--- src/rtl/sqt_pkg.sv ---
// ----------------------------------------------------------------------------
// sqt_pkg
// Shared widths, constants and helpers for the sprite quad transform:
// coordinate formats, saturation, min/max and the quarter-wave sine entries.
// ----------------------------------------------------------------------------
package sqt_pkg;

    // Field widths
    localparam int COORD_W   = 24;  // signed Q15.8 coordinate
    localparam int SIZE_W    = 23;  // unsigned Q15.8 size
    localparam int SCALE_W   = 16;  // signed Q8.8 scale
    localparam int ANGLE_W   = 16;  // full turn = 2^16
    localparam int PHASE_W   = 14;  // angle bits below the quadrant

    // Internal widths
    localparam int LOCAL_W   = 25;  // local corner, size - pivot
    localparam int SINE_W    = 15;  // unsigned Q1.14 table entry
    localparam int TRIG_W    = 16;  // signed Q1.14 sine or cosine
    localparam int COEF_W    = 31;  // matrix coefficient, Q.22
    localparam int PROD_W    = 56;  // local * coefficient
    localparam int SUM_W     = 57;  // two products plus rounding constant
    localparam int FRAC_SHIFT = 22;
    localparam int SHIFTED_W = SUM_W - FRAC_SHIFT;  // 35
    localparam int EXT_W     = SHIFTED_W + 1;       // after adding the destination

    localparam int SINE_TABLE_BITS_DEF = 10;

    localparam logic signed [SUM_W-1:0]   ROUND_HALF = SUM_W'(64'd1 << (FRAC_SHIFT - 1));
    localparam logic signed [COORD_W-1:0] COORD_MAX  = {1'b0, {(COORD_W-1){1'b1}}};
    localparam logic signed [COORD_W-1:0] COORD_MIN  = {1'b1, {(COORD_W-1){1'b0}}};
    localparam logic [SINE_W-1:0]         SINE_ONE   = SINE_W'(16384);
    localparam logic [63:0]               PI_HALF_Q30 = 64'd1686629713;

    // Enables of the three stages inside an axis unit
    typedef struct packed {
        logic mul;
        logic sum;
        logic sat;
    } t_axis_en;

    // Clamp a widened coordinate to the Q15.8 range
    function automatic logic signed [COORD_W-1:0] sat_coord(input logic signed [EXT_W-1:0] v);
        logic signed [EXT_W-1:0] hi;
        logic signed [EXT_W-1:0] lo;
        hi = EXT_W'(COORD_MAX);
        lo = EXT_W'(COORD_MIN);
        if (v > hi) begin
            return COORD_MAX;
        end else if (v < lo) begin
            return COORD_MIN;
        end
        return v[COORD_W-1:0];
    endfunction

    function automatic logic signed [COORD_W-1:0] min2(input logic signed [COORD_W-1:0] a,
                                                       input logic signed [COORD_W-1:0] b);
        return (b < a) ? b : a;
    endfunction

    function automatic logic signed [COORD_W-1:0] max2(input logic signed [COORD_W-1:0] a,
                                                       input logic signed [COORD_W-1:0] b);
        return (b > a) ? b : a;
    endfunction

    // Unsigned restoring division, one quotient bit per step; elaboration only.
    function automatic logic [63:0] udiv64(input logic [63:0] num,
                                           input logic [63:0] den);
        logic [63:0] q;
        logic [64:0] rem;
        q   = '0;
        rem = '0;
        for (int b = 63; b >= 0; b--) begin
            rem = {rem[63:0], num[b]};
            if (rem >= {1'b0, den}) begin
                rem  = rem - {1'b0, den};
                q[b] = 1'b1;
            end
        end
        return q;
    endfunction

    // Quarter-wave sine entry i of a table with 2^bits + 1 entries, Q1.14.
    // Q2.30 Taylor series up to x^17 with truncating shifts, rounded half up.
    // Evaluated at elaboration only.
    function automatic logic [SINE_W-1:0] sine_entry(input int unsigned idx,
                                                     input int unsigned bits);
        logic [63:0]        x;
        logic [63:0]        term;
        logic [63:0]        div;
        logic signed [63:0] sum;
        logic [63:0]        r;
        x    = (64'(idx) * PI_HALF_Q30) >> bits;
        term = x;
        sum  = $signed(x);
        for (int n = 1; n <= 8; n++) begin
            div  = 64'((2 * n) * (2 * n + 1));
            term = (term * x) >> 30;
            term = (term * x) >> 30;
            term = udiv64(term, div);
            if (n[0] == 1'b1) begin
                sum = sum - $signed(term);
            end else begin
                sum = sum + $signed(term);
            end
        end
        if (sum < 0) begin
            sum = '0;
        end
        r = (64'(sum) + 64'd32768) >> 16;
        if (r > 64'(SINE_ONE)) begin
            r = 64'(SINE_ONE);
        end
        return r[SINE_W-1:0];
    endfunction

endpackage

--- src/rtl/sqt_bbox.sv ---
// ----------------------------------------------------------------------------
// sqt_bbox
// Output stage: hold the four corners and their axis-aligned bounding box.
// ----------------------------------------------------------------------------
module sqt_bbox (
    input  logic                                i_clk,
    input  logic                                i_en,
    input  logic signed [sqt_pkg::COORD_W-1:0]  i_x [4],
    input  logic signed [sqt_pkg::COORD_W-1:0]  i_y [4],
    output logic signed [sqt_pkg::COORD_W-1:0]  o_x [4],
    output logic signed [sqt_pkg::COORD_W-1:0]  o_y [4],
    output logic signed [sqt_pkg::COORD_W-1:0]  o_min_x,
    output logic signed [sqt_pkg::COORD_W-1:0]  o_min_y,
    output logic signed [sqt_pkg::COORD_W-1:0]  o_max_x,
    output logic signed [sqt_pkg::COORD_W-1:0]  o_max_y
);

    logic signed [sqt_pkg::COORD_W-1:0] n_min_x, n_min_y, n_max_x, n_max_y;
    logic signed [sqt_pkg::COORD_W-1:0] r_x [4];
    logic signed [sqt_pkg::COORD_W-1:0] r_y [4];
    logic signed [sqt_pkg::COORD_W-1:0] r_min_x, r_min_y, r_max_x, r_max_y;

    // Two-level compare trees
    assign n_min_x = sqt_pkg::min2(sqt_pkg::min2(i_x[0], i_x[1]), sqt_pkg::min2(i_x[2], i_x[3]));
    assign n_min_y = sqt_pkg::min2(sqt_pkg::min2(i_y[0], i_y[1]), sqt_pkg::min2(i_y[2], i_y[3]));
    assign n_max_x = sqt_pkg::max2(sqt_pkg::max2(i_x[0], i_x[1]), sqt_pkg::max2(i_x[2], i_x[3]));
    assign n_max_y = sqt_pkg::max2(sqt_pkg::max2(i_y[0], i_y[1]), sqt_pkg::max2(i_y[2], i_y[3]));

    always_ff @(posedge i_clk) begin
        if (i_en) begin
            r_x     <= i_x;
            r_y     <= i_y;
            r_min_x <= n_min_x;
            r_min_y <= n_min_y;
            r_max_x <= n_max_x;
            r_max_y <= n_max_y;
        end
    end

    assign o_x     = r_x;
    assign o_y     = r_y;
    assign o_min_x = r_min_x;
    assign o_min_y = r_min_y;
    assign o_max_x = r_max_x;
    assign o_max_y = r_max_y;

endmodule

--- config.mk ---
export PLATFORM = sky130hd
export DESIGN_NAME = sqt_bbox
export DESIGN_NICKNAME = d
export VERILOG_FILES = /design/src/rtl/sqt_pkg.sv /design/src/rtl/sqt_bbox.sv
export SDC_FILE = /design/constraint.sdc
export NUM_CORES = 1
export LEC_CHECK = 0
export ABC_AREA = 1
export BUFFER_PORTS_ARGS = -buffer_cell sky130_fd_sc_hd__buf_2
export CAP_MARGIN = 20
export CELL_PAD_IN_SITES_DETAIL_PLACEMENT = 2
export CELL_PAD_IN_SITES_GLOBAL_PLACEMENT = 2
export CORE_ASPECT_RATIO = 1.5
export CORE_MARGIN = 5
export CORE_UTILIZATION = 32
export DETAILED_ROUTE_END_ITERATION = 10
export PLACE_DENSITY = 0.81
export SETUP_SLACK_MARGIN = 0.4
export SLEW_MARGIN = 5
export SYNTH_ARGS = -nofsm -noshare
export SYNTH_HDL_FRONTEND = slang
export SYNTH_SLANG_ARGS = --single-unit
--- constraint.sdc ---
create_clock -name i_clk -period 5.5 [get_ports i_clk]
set_input_delay 1.1 -clock i_clk [delete_from_list [all_inputs] [get_ports i_clk]]
set_output_delay 1.1 -clock i_clk [all_outputs]
set_load 0.02 [all_outputs]
Word level (Yosys, flattened, before mapping) --
Index checks and enable logic that the tools add are counted.
Word-level totals: logic and storage cells 36, register bits 288, bits in read-only memories 0, bits of input ports 194, output and inout bits 288, latch bits 0, memories kept 0, bits in writable memories 0
Cells by class: $mul 0, muxes and demuxes 12, bitwise gates (word level) 0, divide/modulo/power cells 0, $add $sub $neg 0, order comparisons 12, shifts and indexed selects 0, eq/ne operators 0, reductions and logical operators 0
Operators by type and width (number):
- two-way mux 24 bit | 12
- greater-than comparator 24 bit | 6
- < comparator 24 bit | 6

Depth between registers and ports, before layout --
word-level depth 4, gate-level depth with buffers 34

Worst setup path after synthesis --
Ideal clock, no wire load.
path type input to register, from input i_x[47] in the netlist's numbering, to register r_max_x (netlist bit o_max_x[1]) (data pin), cell stages on the path 29, required time 5.234 ns, data arrival time 4.829 ns, path buffers 4, setup slack 0.405 ns, cells stage by stage inv_1 ha_1 nand2_1 inv_2 nand4_1 nor2_1 nand2_1 nand3_2 nand2_1 nand2_1 o31ai_1 buf_2 buf_2 nand2_1 o21ai_0 ha_1 nand2_1 inv_1 nand3_1 nor2_1 or3b_1 inv_1 nand2_1 nand3_1 xor2_1 a41oi_1 clkbuf_1 clkbuf_1 o21ai_0
Between the ends: longest elaborated chain between the ends 4
RTL lines:
- from (decl) | RTL line sqt_bbox.sv:8 | input logic signed [sqt_pkg::COORD_W-1:0] i_x [4],
- greater-than comparator 24 bit | RTL line sqt_pkg.sv:62 | return (b > a) ? b : a;
- two-way mux 24 bit * | RTL line sqt_pkg.sv:62
- greater-than comparator 24 bit | RTL line sqt_pkg.sv:62
- two-way mux 24 bit * | RTL line sqt_pkg.sv:62
- via n_max_x (one bit) | RTL line sqt_bbox.sv:18 | logic signed [sqt_pkg::COORD_W-1:0] n_min_x, n_min_y, n_max_x, n_max_y;
- to (signal assigned) | RTL line sqt_bbox.sv:35 | r_max_x <= n_max_x;
- to (decl) | RTL line sqt_bbox.sv:21 | logic signed [sqt_pkg::COORD_W-1:0] r_min_x, r_min_y, r_max_x, r_max_y;
The timed path passes the listed nets; every way through them passes the cells marked *. A chain may end at the register's enable or synchronous reset.

Final worst setup path --
from input i_x[35] in the netlist's numbering, to register r_max_x (netlist bit o_max_x[0]) (data pin)
The elaborated chain is that of the path after synthesis.

==> flow_metrics.tcl <==
set metrics [dict create \
    status "finished clean" \
    core_um2 52710 \
    hold_class "in -> reg" \
    peakVddDrop_v 0.0002441 \
    crit_path_start "i_x[35]" \
    maxSlewViolCount 0 \
    critical_path.slowest_cell "o21ai_0" \
    required_ps 5850 \
    syn_to_final_growth_pct 37.49 \
    initial_core_util_pct 32.41 \
    drive_above_1_share_pct 33.62 \
    cts_hold_buf 0 \
    synth_area_per_cell_um2 9.346 \
    fin_util_pct 44.56 \
    port_buffers 481 \
    min_period_ps 5329 \
    critical_path.max_fanout 20 \
    synth_cells 1828 \
    syn_area_um2 17080 \
    grt_pass1_wl_um 105100 \
    cap_violations 0 \
    io_pins 482 \
    power.total_mw 9.779 \
    num_vias 16680 \
    drc 0 \
    power_density_nw_per_um2 416.3 \
    clockBufferDepth 3 \
    slew_headroom_pct 31.99 \
    dp_hpwl_um 57370 \
    cts_max_level 2 \
    grt_pass1_vias 18460 \
    yosysUniqueCellTypes 37 \
    rsz0062_at_grt "no" \
    viasPerCell 5.295 \
    grt_start_max_net_pins 118 \
    routedWlPerCell_um 25.83 \
    grt-ovfl-total 0 \
    setup_viol 0 \
    ys_seq_area_share_pct 50.62 \
    rows 103 \
    cts_root_buf "clkbuf_16" \
    tightest_slew_ps 1020 \
    grt_use_total_pct 23.33 \
    dr.pass1.iters 4 \
    critPathKind "in -> reg" \
    synth_seq_cells 288 \
    final-hold-violation-count 0 \
    p_leak_nw 11.33 \
    fill_cells 5677 \
    wl_um 81360 \
    antenna_found_initial 8 \
    path_common_cell "nor2_1" \
    end_kind "flip-flop" \
    cts_buffers 34 \
    fin_nets 2827 \
    syn-num-nets 2212 \
    ant_nets 0 \
    die_area_um2 58200 \
    cts_sinks 288 \
    clkSlewWorstSetupHoldPaths_ps 70 \
    fin_tns_setup_ps 0 \
    synth_warnings 0 \
    crit_arrival_ps 5680 \
    drt_iter0_drc 622 \
    max_freq_ghz 0.1877 \
    dieWidth_um 198.7 \
    gp_congestion 0.8756 \
    critPathLaunchType "primary input" \
    max_stage_delay_ps 370 \
    die_h_um 293.0 \
    period_share_pct 96.88 \
    final_cell_mix "buf_2, nand2_1, edfxtp_1" \
    final_common_cell "buf_2" \
    cts_tree "done" \
    regArea_um2 8648 \
    multiInputGateArea_um2 7656 \
    min_from "i_y[93]" \
]
## flip-flops by register name (all words and copies together) (netlist names)
register and cells:
o_y 96, o_x 96, o_min_y 24, o_max_x 24, o_min_x 24, o_max_y 24
## kinds of logic (layout without fill, tap and decap cells)
kind of cell             count (synthesis)  in the layout  synth area share (%)
AND/OR/NAND/NOR                        670            670                 16.71
AO/OA/AOI/OAI                          348            348                 10.77
buffers and inverters                  330            968                 7.880
flip-flops                             288            288                 50.62
adder cells (fa/ha/maj)                190            190                 13.92
XOR/XNOR                                 2              2                0.1026
other                                    0              2                     0
## area by class of cell
type	count	area share, %
flip-flops and latches	288	36.82
clock buffers	39	3.793
well taps	682	3.633
multi-input cells	1210	32.59
repair buffers	642	17.97
clock inverters	20	0.8683
inverters	267	4.299
diodes	2	0.02131
## Yosys cell counts, drive strengths merged
cell	number	share of area [%]
o31ai	4	0.18
o221a	1	0.066
o221ai	4	0.21
o21a	6	0.26
ha	190	14
o211ai	1	0.044
inv	266	5.8
a21o	7	0.31
nor4	3	0.11
o2111ai	1	0.051
nand3	123	3.7
nor3	2	0.088
a41oi	1	0.051
buf	27	1.2
o21ai	241	7.1
nand4	25	0.92
o21bai	1	0.044
a2111oi	1	0.051
or2	12	0.44
clkinv	1	0.022
edfxtp	288	51
xor2	2	0.10
clkbuf	36	0.79
nand2	457	10
or3b	1	0.051
nor2	47	1.0
a211oi	7	0.31
a21oi	72	2.1
a31oi	1	0.037
## final timing paths
path	depth (start not counted)	slack, ps	to
hold / removal	1	750	o_y[93]$_DFFE_PP_
setup / recovery	30	170	o_max_x[0]$_DFFE_PP_
## layer usage
| layer | vias up | GRT usage [%] | share of wire, % |
|---|---|---|---|
| met5 | - | 0 | 0.077 |
| li1 | 7494 | - | - |
| met4 | 10 | 8.445 | 6.3 |
| met2 | 630 | 46.92 | 55 |
| met3 | 230 | 5.804 | 6.5 |
| met1 | 8316 | 22.28 | 32 |
## through the flow
step	setup slack, ps	hold slack [ps]	area, um2	std cells
after global placement	-37.74	1294	21140	3035
after detailed placement	-327.8	1296	21140	3035
after floorplan	405.4	1199	17080	1828
final	171.5	749.2	23490	3150
after CTS	432.5	714.4	22360	3104
after global routing	60.81	724.6	23490	3149
## timing repair
action                                  CTS  global route
endpoints found under the setup margin   94            96
gates cloned                              1            17
buffers inserted                          9            27
gates resized for setup                  25           181
pin swaps                                 7            52
## power breakdown
group          internal (mW)  total [mW]  switching, mW
Clock                   1.35        2.34          0.984
Combinational           1.58        4.36           2.79
Sequential              2.94        3.08          0.146
Total                   5.86        9.78           3.92
## critical path, delay by kind of cell
family / cells / cell delay [ps]
buf+inv: 9 / 1230
xor+xnor: 1 / 150
compound gates: 6 / 1180
simple gates: 12 / 1470
fa+ha+maj: 2 / 530
No activity file was read; power rests on OpenSTA's default activity.
